<file path="src/hdl/vie_pkg.sv">
// Package for the variable-length integer encoder.
// Holds the queue entry type and the encoding constants; no dependencies.
package vie_pkg;

   localparam int unsigned WORD_BITS   = 64;
   localparam int unsigned GROUP_BITS  = 7;
   localparam int unsigned GROUPS      = 8;
   localparam int unsigned QUEUE_DEPTH = 2;
   localparam int unsigned QPTR_BITS   = $clog2(QUEUE_DEPTH);
   localparam int unsigned QFILL_BITS  = $clog2(QUEUE_DEPTH + 1);

   localparam logic [3:0] MAX_WIDTH  = 4'd8;
   localparam logic [3:0] LAST_GROUP = 4'(GROUPS);
   localparam logic [7:0] MORE_FLAG  = 8'h80;

   localparam logic STATUS_OK  = 1'b0;
   localparam logic STATUS_ERR = 1'b1;

   // one classified integer, ready to be serialised
   typedef struct packed {
      logic [WORD_BITS-1:0] word;
      logic [3:0]           count;
      logic                 status;
   } vie_entry_type;

endpackage

</file>
<file path="src/hdl/vie_if.sv">
// Channel interfaces for the encoder: integer requests and code-byte responses.
// Depends on nothing.
interface vie_req_if;
   logic        valid;
   logic        ready;
   logic [63:0] value;
   logic [3:0]  width_bytes;
   logic        twos_comp;

   modport source (output valid, value, width_bytes, twos_comp, input ready);
   modport sink   (input valid, value, width_bytes, twos_comp, output ready);
endinterface

interface vie_rsp_if;
   logic       valid;
   logic       ready;
   logic [7:0] code_byte;
   logic       last;
   logic [3:0] byte_count;
   logic       status;

   modport source (output valid, code_byte, last, byte_count, status, input ready);
   modport sink   (input valid, code_byte, last, byte_count, status, output ready);
endinterface

</file>
<file path="src/hdl/vie_front.sv">
// Front end: masks, sign-folds and sizes one integer per cycle.
// Depends on vie_pkg.
module vie_front (
   input  logic [63:0]            value,
   input  logic [3:0]             width_bytes,
   input  logic                   twos_comp,
   output vie_pkg::vie_entry_type entry
);

   logic [63:0] mask;
   logic [63:0] masked;
   logic [63:0] negated;
   logic [63:0] word;
   logic        sign_bit;
   logic        bad_width;
   logic [8:0]  group_nz;
   logic [3:0]  count;

   always_comb begin
      mask     = '0;
      sign_bit = 1'b0;
      for (int b = 0; b < 8; b++) begin
         if (width_bytes > 4'(b)) begin
            mask[8*b +: 8] = 8'hff;
         end
         if (width_bytes == 4'(b + 1)) begin
            sign_bit = value[8*b + 7];
         end
      end
   end

   assign bad_width = (width_bytes == 4'd0) || (width_bytes > vie_pkg::MAX_WIDTH);
   assign masked    = value & mask;
   assign negated   = (~masked + 64'd1) & mask;

   always_comb begin
      if (bad_width) begin
         word = '0;
      end else if (!twos_comp) begin
         word = masked;
      end else if (sign_bit) begin
         word = {negated[62:0], 1'b1};
      end else begin
         word = {masked[62:0], 1'b0};
      end
   end

   // the highest group holding any set bit fixes the length
   always_comb begin
      for (int g = 0; g < 8; g++) begin
         group_nz[g] = |word[7*g +: 7];
      end
      group_nz[8] = |word[63:56];
      count = 4'd1;
      for (int g = 0; g < 9; g++) begin
         if (group_nz[g]) begin
            count = 4'(g + 1);
         end
      end
   end

   always_comb begin
      entry.word   = word;
      entry.count  = bad_width ? 4'd0 : count;
      entry.status = bad_width ? vie_pkg::STATUS_ERR : vie_pkg::STATUS_OK;
   end

endmodule

</file>
<file path="src/hdl/vie_queue.sv">
// Two-entry queue between front and back ends.
// Depends on vie_pkg.
module vie_queue (
   input  logic                   clock,
   input  logic                   reset,
   input  logic                   push,
   input  vie_pkg::vie_entry_type push_entry,
   output logic                   full,
   input  logic                   pop,
   output logic                   not_empty,
   output vie_pkg::vie_entry_type head
);

   vie_pkg::vie_entry_type               slot_ff [vie_pkg::QUEUE_DEPTH];
   logic [vie_pkg::QPTR_BITS-1:0]        wr_ptr_ff, wr_ptr_in;
   logic [vie_pkg::QPTR_BITS-1:0]        rd_ptr_ff, rd_ptr_in;
   logic [vie_pkg::QFILL_BITS-1:0]       fill_ff, fill_in;

   assign full      = (fill_ff == vie_pkg::QFILL_BITS'(vie_pkg::QUEUE_DEPTH));
   assign not_empty = (fill_ff != '0);
   assign head      = slot_ff[rd_ptr_ff];

   always_comb begin
      wr_ptr_in = push ? wr_ptr_ff + 1'b1 : wr_ptr_ff;
      rd_ptr_in = pop ? rd_ptr_ff + 1'b1 : rd_ptr_ff;
      fill_in   = fill_ff;
      if (push && !pop) begin
         fill_in = fill_ff + 1'b1;
      end else if (pop && !push) begin
         fill_in = fill_ff - 1'b1;
      end
   end

   always_ff @(posedge clock) begin
      if (push) begin
         slot_ff[wr_ptr_ff] <= push_entry;
      end
   end

   always_ff @(posedge clock) begin
      if (reset) begin
         wr_ptr_ff <= '0;
         rd_ptr_ff <= '0;
         fill_ff   <= '0;
      end else begin
         wr_ptr_ff <= wr_ptr_in;
         rd_ptr_ff <= rd_ptr_in;
         fill_ff   <= fill_in;
      end
   end

endmodule

</file>
<file path="src/hdl/vie_back.sv">
// Back end: serialises a queued word into code bytes through an output register.
// Depends on vie_pkg.
module vie_back (
   input  logic                   clock,
   input  logic                   reset,
   input  logic                   q_valid,
   input  vie_pkg::vie_entry_type q_head,
   output logic                   q_pop,
   output logic                   out_valid,
   input  logic                   out_ready,
   output logic [7:0]             out_byte,
   output logic                   out_last,
   output logic [3:0]             out_count,
   output logic                   out_status
);

   logic        busy_ff, busy_in;
   logic [63:0] word_ff, word_in;
   logic [3:0]  idx_ff, idx_in;
   logic [3:0]  cnt_ff, cnt_in;
   logic        err_ff, err_in;

   logic        ovalid_ff, ovalid_in;
   logic [7:0]  obyte_ff, obyte_in;
   logic        olast_ff, olast_in;
   logic [3:0]  ocount_ff, ocount_in;
   logic        ostatus_ff, ostatus_in;

   logic        out_free;
   logic        emit;
   logic [3:0]  idx_next;
   logic        is_last;
   logic [7:0]  code;

   assign out_free = !ovalid_ff || out_ready;
   assign emit     = busy_ff && out_free;
   assign idx_next = idx_ff + 4'd1;
   assign is_last  = err_ff || (idx_next == cnt_ff);
   assign q_pop    = q_valid && (!busy_ff || (emit && is_last));

   always_comb begin
      if (idx_ff == vie_pkg::LAST_GROUP) begin
         code = word_ff[7:0];
      end else if (idx_next < cnt_ff) begin
         code = vie_pkg::MORE_FLAG | {1'b0, word_ff[6:0]};
      end else begin
         code = {1'b0, word_ff[6:0]};
      end
   end

   always_comb begin
      busy_in = busy_ff;
      word_in = word_ff;
      idx_in  = idx_ff;
      cnt_in  = cnt_ff;
      err_in  = err_ff;
      if (emit) begin
         word_in = word_ff >> vie_pkg::GROUP_BITS;
         idx_in  = idx_next;
         if (is_last) begin
            busy_in = 1'b0;
         end
      end
      if (q_pop) begin
         busy_in = 1'b1;
         word_in = q_head.word;
         idx_in  = '0;
         cnt_in  = q_head.count;
         err_in  = q_head.status;
      end
   end

   always_comb begin
      ovalid_in  = ovalid_ff && !out_ready;
      obyte_in   = obyte_ff;
      olast_in   = olast_ff;
      ocount_in  = ocount_ff;
      ostatus_in = ostatus_ff;
      if (emit) begin
         ovalid_in  = 1'b1;
         obyte_in   = code;
         olast_in   = is_last;
         ocount_in  = cnt_ff;
         ostatus_in = err_ff;
      end
   end

   always_ff @(posedge clock) begin
      word_ff    <= word_in;
      idx_ff     <= idx_in;
      cnt_ff     <= cnt_in;
      err_ff     <= err_in;
      obyte_ff   <= obyte_in;
      olast_ff   <= olast_in;
      ocount_ff  <= ocount_in;
      ostatus_ff <= ostatus_in;
   end

   always_ff @(posedge clock) begin
      if (reset) begin
         busy_ff   <= 1'b0;
         ovalid_ff <= 1'b0;
      end else begin
         busy_ff   <= busy_in;
         ovalid_ff <= ovalid_in;
      end
   end

   assign out_valid  = ovalid_ff;
   assign out_byte   = obyte_ff;
   assign out_last   = olast_ff;
   assign out_count  = ocount_ff;
   assign out_status = ostatus_ff;

endmodule

</file>
<file path="src/hdl/varint_integer_encoder.sv">
// Variable-length (LEB128 style, sign in bit 0) integer encoder, top level.
// Depends on vie_pkg, vie_if, vie_front, vie_queue and vie_back.
//
// Usage:
//  - req_chan carries one integer per transfer: value, width_bytes (1..8)
//    and twos_comp. Bits above width_bytes*8 are ignored.
//  - rsp_chan returns one code byte per transfer, least significant group
//    first; last marks the final byte, byte_count is the total length.
//  - A bad width (0 or above 8) gives a single transfer with status set,
//    byte_count 0, code_byte 0 and last set.
//  - The first byte passes through the queue, the serialiser and the output register.
//  - One code byte per cycle while the receiver is ready, set by the back-end
//    serialiser; an integer of n bytes (1 to 9) holds it until its last byte is sent.
//  - Requests are taken while the two-entry queue has room, so new
//    integers keep arriving while earlier ones are still being sent.
//  - Reset (synchronous) empties the queue and drops any byte in flight.
//  - A stalled receiver holds the output register; the serialiser and then
//    the queue fill up and req_chan.ready falls, with no byte lost.
module varint_integer_encoder (
   input  logic      clock,
   input  logic      reset,
   vie_req_if.sink   req_chan,
   vie_rsp_if.source rsp_chan
);

   vie_pkg::vie_entry_type front_entry;
   vie_pkg::vie_entry_type q_head;
   logic                   q_full;
   logic                   q_valid;
   logic                   q_pop;
   logic                   push;

   // front: classify straight off the channel
   vie_front u_front (
      .value       (req_chan.value),
      .width_bytes (req_chan.width_bytes),
      .twos_comp   (req_chan.twos_comp),
      .entry       (front_entry)
   );

   assign req_chan.ready = !q_full;
   assign push           = req_chan.valid && !q_full;

   // decoupling queue
   vie_queue u_queue (
      .clock      (clock),
      .reset      (reset),
      .push       (push),
      .push_entry (front_entry),
      .full       (q_full),
      .pop        (q_pop),
      .not_empty  (q_valid),
      .head       (q_head)
   );

   // back: byte serialiser with registered output
   vie_back u_back (
      .clock      (clock),
      .reset      (reset),
      .q_valid    (q_valid),
      .q_head     (q_head),
      .q_pop      (q_pop),
      .out_valid  (rsp_chan.valid),
      .out_ready  (rsp_chan.ready),
      .out_byte   (rsp_chan.code_byte),
      .out_last   (rsp_chan.last),
      .out_count  (rsp_chan.byte_count),
      .out_status (rsp_chan.status)
   );

endmodule

</file>
<file path="src/flat_wrapper.sv">
// flat-port wrapper written by rule: the top's interface ports become plain ports
module varint_integer_encoder_flat 
  (clock, reset, req_chan_valid, req_chan_value, req_chan_width_bytes, req_chan_twos_comp, req_chan_ready, rsp_chan_valid, rsp_chan_code_byte, rsp_chan_last, rsp_chan_byte_count, rsp_chan_status, rsp_chan_ready);
  vie_req_if req_chan_i ();
  vie_rsp_if rsp_chan_i ();
  input  logic clock;
  input  logic reset;
  input wire logic [$bits(req_chan_i.valid)-1:0] req_chan_valid;
  input wire logic [$bits(req_chan_i.value)-1:0] req_chan_value;
  input wire logic [$bits(req_chan_i.width_bytes)-1:0] req_chan_width_bytes;
  input wire logic [$bits(req_chan_i.twos_comp)-1:0] req_chan_twos_comp;
  output wire logic [$bits(req_chan_i.ready)-1:0] req_chan_ready;
  output wire logic [$bits(rsp_chan_i.valid)-1:0] rsp_chan_valid;
  output wire logic [$bits(rsp_chan_i.code_byte)-1:0] rsp_chan_code_byte;
  output wire logic [$bits(rsp_chan_i.last)-1:0] rsp_chan_last;
  output wire logic [$bits(rsp_chan_i.byte_count)-1:0] rsp_chan_byte_count;
  output wire logic [$bits(rsp_chan_i.status)-1:0] rsp_chan_status;
  input wire logic [$bits(rsp_chan_i.ready)-1:0] rsp_chan_ready;
  assign req_chan_i.valid = req_chan_valid;
  assign req_chan_i.value = req_chan_value;
  assign req_chan_i.width_bytes = req_chan_width_bytes;
  assign req_chan_i.twos_comp = req_chan_twos_comp;
  assign req_chan_ready = req_chan_i.ready;
  assign rsp_chan_valid = rsp_chan_i.valid;
  assign rsp_chan_code_byte = rsp_chan_i.code_byte;
  assign rsp_chan_last = rsp_chan_i.last;
  assign rsp_chan_byte_count = rsp_chan_i.byte_count;
  assign rsp_chan_status = rsp_chan_i.status;
  assign rsp_chan_i.ready = rsp_chan_ready;
  varint_integer_encoder u_core (.clock(clock), .reset(reset), .req_chan(req_chan_i), .rsp_chan(rsp_chan_i));
endmodule
</file>
<file path="config.mk">
export PLATFORM = sky130hd
export DESIGN_NAME = varint_integer_encoder_flat
export DESIGN_NICKNAME = d
export VERILOG_FILES = /design/src/hdl/vie_pkg.sv /design/src/hdl/vie_if.sv /design/src/hdl/vie_front.sv /design/src/hdl/vie_queue.sv /design/src/hdl/vie_back.sv /design/src/hdl/varint_integer_encoder.sv /design/src/flat_wrapper.sv
export SDC_FILE = /design/constraint.sdc
export NUM_CORES = 1
export LEC_CHECK = 0
export BUFFER_PORTS_ARGS = -buffer_cell sky130_fd_sc_hd__buf_2
export CAP_MARGIN = 20
export CORE_MARGIN = 2
export CORE_UTILIZATION = 65
export CTS_BUF_LIST = sky130_fd_sc_hd__clkbuf_8
export DETAILED_ROUTE_END_ITERATION = 6
export PLACE_DENSITY = 0.85
export RECOVER_POWER = 25
export SETUP_SLACK_MARGIN = 0.05
export SYNTH_ARGS = -nofsm -noshare
export SYNTH_HDL_FRONTEND = slang
export SYNTH_SLANG_ARGS = --single-unit
</file>
<file path="constraint.sdc">
create_clock -name clock -period 6.61 [get_ports clock]
set_input_delay 0.661 -clock clock [delete_from_list [all_inputs] [get_ports clock]]
set_output_delay 0.661 -clock clock [all_outputs]
set_load 0.005 [all_outputs]
</file>
==> impl_metrics.csv <==
group,metric,value,unit
yosys,yosys.area_share.simple,14.2,%
timing,slew_headroom,-178,%
power,power_density,381,mW/mm^2
yosys,synth_nets,1149,
detailed_routing,firstDrtPassIters,5,
detailed_routing,drtIter0Drc,1125,
setup_path,arrival,5.29,ns
placed_design,gp_congestion,0.990,
yosys,synth_mux_area_share,6.60,%
timing,fmax,199,MHz
yosys,synthCells,1068,
global_routing,globalRouteMet2Util,48.9,%
setup_path,cp_common_cell,"or4_1",
timing,tightest_slew,4.17,ns
yosys,synthesis.area,0.0122,mm^2
clock_tree,worstSkewPairLatency,0.54,ns
clock_tree,cts.sinks,232,
clock_tree,clock-root-buffer,"clkbuf_8",
global_routing,grt_use_met1,43.8,%
cells_and_area,area_delta_synth_final,10.6,%
detailed_routing,final_antenna_net_count,0,
power,p_total,5140,uW
detailed_routing,drc,0,
clock_tree,cts_buffer_depth,3,
timing,period_share,76.2,%
global_routing,grt-ovfl-total,0,
clock_tree,cts_resized,0,
yosys,synthTopCellsByCount,"edfxtp_1 (221), nand2_1 (108), nor2_1 (93)",
clock_tree,cts_htree_levels,2,
floorplanning,start_util,65.8,%
setup_path,rrSetupSlack,2.31,ns
yosys,ys_ff_latch,232,
yosys,yosysMostFrequentCell,"edfxtp_1",
global_routing,antenna_found_initial,3,
yosys,avgSynthCellArea,11.4,um^2
clock_tree,holdBufCountCts,0,
clock_tree,tritoncts,"done",
setup_path,cp_slowest_cell,"nor4_2",
yosys,synth-compound-area-share,15.1,%
outcome,violations,"capacitance limit, slew limit",
clock_tree,cts_setup_buffers,0,
yosys,yosys.area.top_type,"edfxtp_1",
outcome,status,"complete, but fails checks",
yosys,netlist_top_cells_area,"edfxtp_1 (54%), mux2i_1 (5.6%), nand2_1 (3.3%)",
min_path,holdCritStartpoint,"reset",
yosys,ys_types,88,
timing,slew_viol_final,99,
setup_path,required,6.86,ns
min_path,min_path_cells,2,
setup_path,cp_cell_sequence,"buf_2, or4_1, nand2_1, ha_1, nand3_1, nor4_2, a21oi_1, xnor2_1, a211oi_1, or4_1, nor4_1, and2b_1, a31oi_1",
detailed_routing,vias,9266,
floorplanning,core-area,0.0185,mm^2
floorplanning,die_area,0.0199,mm^2
setup_path,critPathMaxStageDelay,0.99,ns
cells_and_area,nets,1223,
flow_run,cap_violations,2,
setup_path,crit_path_end_kind,"flop",
yosys,netlist.area_leader.share,54.5,%
floorplanning,die_w,141,um
timing,rsz0062_at_grt,"false",
setup_path,path_class,"in2reg",
timing,setup_viol,0,
cells_and_area,drive_above_1_share,15.6,%
global_routing,busiest_layer,"met2",
cells_and_area,fill_cells,1284,
min_path,worst_hold_path.endpoint,"u_core.u_queue.fill_ff[1]$_SDFFE_PP0P_",
detailed_routing,routedWlPerCell,22.1,um
clock_tree,clk_pin_slew_worst_paths,0.06,ns
yosys,synth_xor_area_share,4.17,%
yosys,synth_top_family_by_area,"compound AO/OA/AOI/OAI gates",
clock_tree,cts_made_buffers,37,
floorplanning,fp.dieH,141,um
setup_path,worstReg2RegEnd,"u_core.u_queue.slot_ff[1][17]$_DFFE_PP_",
min_path,hold_class,"in2reg",
yosys,synth-edff-count,221,
setup_path,cp_top_family,"simple AND/OR/NAND/NOR gates",
global_routing,grt_pass1_vias,8581,
yosys,seq_area_frac_synth,56.3,%
global_routing,grt_max_degree,73,
setup_path,r2r_start,"u_core.u_queue.fill_ff[0]$_SDFFE_PP0P_",
placed_design,place_hpwl,21.0,mm
yosys,yosysWarnings,0,
floorplanning,rows,50,
floorplanning,io_pins,89,
power,ir_drop,0.000249,V
yosys,synth_fa_ha_area_share,0.822,%
yosys,synth-main-ff-cell,"edfxtp_1",
timing,skew,0.0288,ns
yosys,ys_async_sr_fraction,0,%
global_routing,use_met3,5.91,%
setup_path,worstPathMaxFanout,38,
timing,period_needed,5.03,ns
setup_path,critPathBufInv,1,
detailed_routing,viasPerCell,6.59,
setup_path,critPathLaunchType,"input pin",
global_routing,grt_pass1_wl,47.4,mm
timing,fin_tns_setup,0,ns
power,power_leakage,0.00483,uW
setup_path,r2r_cells,3,
placed_design,port_buffers,88,
timing,hold_viol,0,
global_routing,grt_usage,31.0,%
detailed_routing,wl,31.1,mm
## stage by stage
stage	setup slack [ns]	hold slack [ns]	util [%]	std cells	instance area (um^2)
final	1.58	0.396	72.7	1406	13500
after detailed placement	1.19	0.409	68.8	1334	12700
after floorplan	2.38	0.400	-	1068	12200
after global placement	1.59	0.403	68.8	1334	12700
after global routing	1.34	0.380	72.7	1406	13500
after CTS	1.70	0.369	72.6	1400	13400
## cells in the final DEF (no fill, tap or decap), types with 14 or more instances in the layout
| cell | n |
|---|---|
| edfxtp_1 | 221 |
| nand2_1 | 108 |
| nor2_1 | 92 |
| buf_2 | 84 |
| o21ai_0 | 81 |
| mux2i_1 | 68 |
| a21oi_1 | 45 |
| clkbuf_8 | 37 |
| xnor2_1 | 31 |
| a211oi_1 | 28 |
| inv_1 | 27 |
| xor2_1 | 27 |
| a31oi_1 | 23 |
| nor3_1 | 22 |
| nand3_1 | 19 |
| nor4_1 | 14 |
## cell families after synthesis
group	Yosys count
compound gates	269
xor+xnor	58
simple gates	340
buf+inv	83
mux	78
fa+ha+maj	8
flops	232
## sequential cells by signal (all words and copies together), names as in the netlist, named ones only
register / count
u_core.u_back.out_valid: 1
u_core.u_back.cnt_ff: 4
u_core.u_back.out_byte: 8
u_core.u_back.busy_ff: 1
u_core.u_back.out_last: 1
u_core.u_queue.slot_ff: 138
u_core.u_back.err_ff: 1
u_core.u_back.out_status: 1
u_core.u_queue.rd_ptr_ff: 1
u_core.u_queue.wr_ptr_ff: 1
u_core.u_back.idx_ff: 4
u_core.u_back.word_ff: 64
u_core.u_queue.fill_ff: 2
u_core.u_back.out_count: 4
## metal layers
layer  part of all wire (%)  vias up
met5                      0        -
met4                    2.7        0
met3                    9.2       65
met2                     47      517
met1                     41     4428
li1                       -     4256
## where the power goes
group | leakage (uW) | internal, uW | switching [uW]
combinational | 0.00221 | 489 | 993
clock | 0.000389 | 642 | 537
sequential | 0.00222 | 2300 | 179
## worst reg2reg max path, delay by kind of cell, from the launching register on
family	cells	cell delay (ns)
simple gates	2	0.36
flops	1	0.47
buf+inv	1	2.90
## final cells by class
class | count | area (um^2) | area share, %
Antenna cell | 3 | 7.51 | 0.0557
Clock buffer | 37 | 509 | 3.78
Clock inverter | 29 | 201 | 1.50
Inverter | 18 | 67.6 | 0.502
Multi-Input combinational cell | 753 | 5010 | 37.2
Sequential cell | 232 | 6860 | 50.9
Tap cell | 234 | 293 | 2.17
Timing Repair Buffer | 100 | 528 | 3.92
## worst max path at each step
stage	startpoint	end	slack (ns)	depth (start not counted)
after detailed placement	req_chan_width_bytes[3]	u_core.u_queue.slot_ff[1][3]$_DFFE_PP_	1.19	13
after global placement	req_chan_width_bytes[3]	u_core.u_queue.slot_ff[0][3]$_DFFE_PP_	1.59	13
after floorplan	req_chan_width_bytes[2]	u_core.u_queue.slot_ff[0][1]$_DFFE_PP_	2.38	14
final	req_chan_width_bytes[3]	u_core.u_queue.slot_ff[0][3]$_DFFE_PP_	1.58	13
after global routing	req_chan_width_bytes[3]	u_core.u_queue.slot_ff[1][1]$_DFFE_PP_	1.34	13
after CTS	req_chan_width_bytes[3]	u_core.u_queue.slot_ff[0][3]$_DFFE_PP_	1.70	13
(Power assumes the default switching activity.)
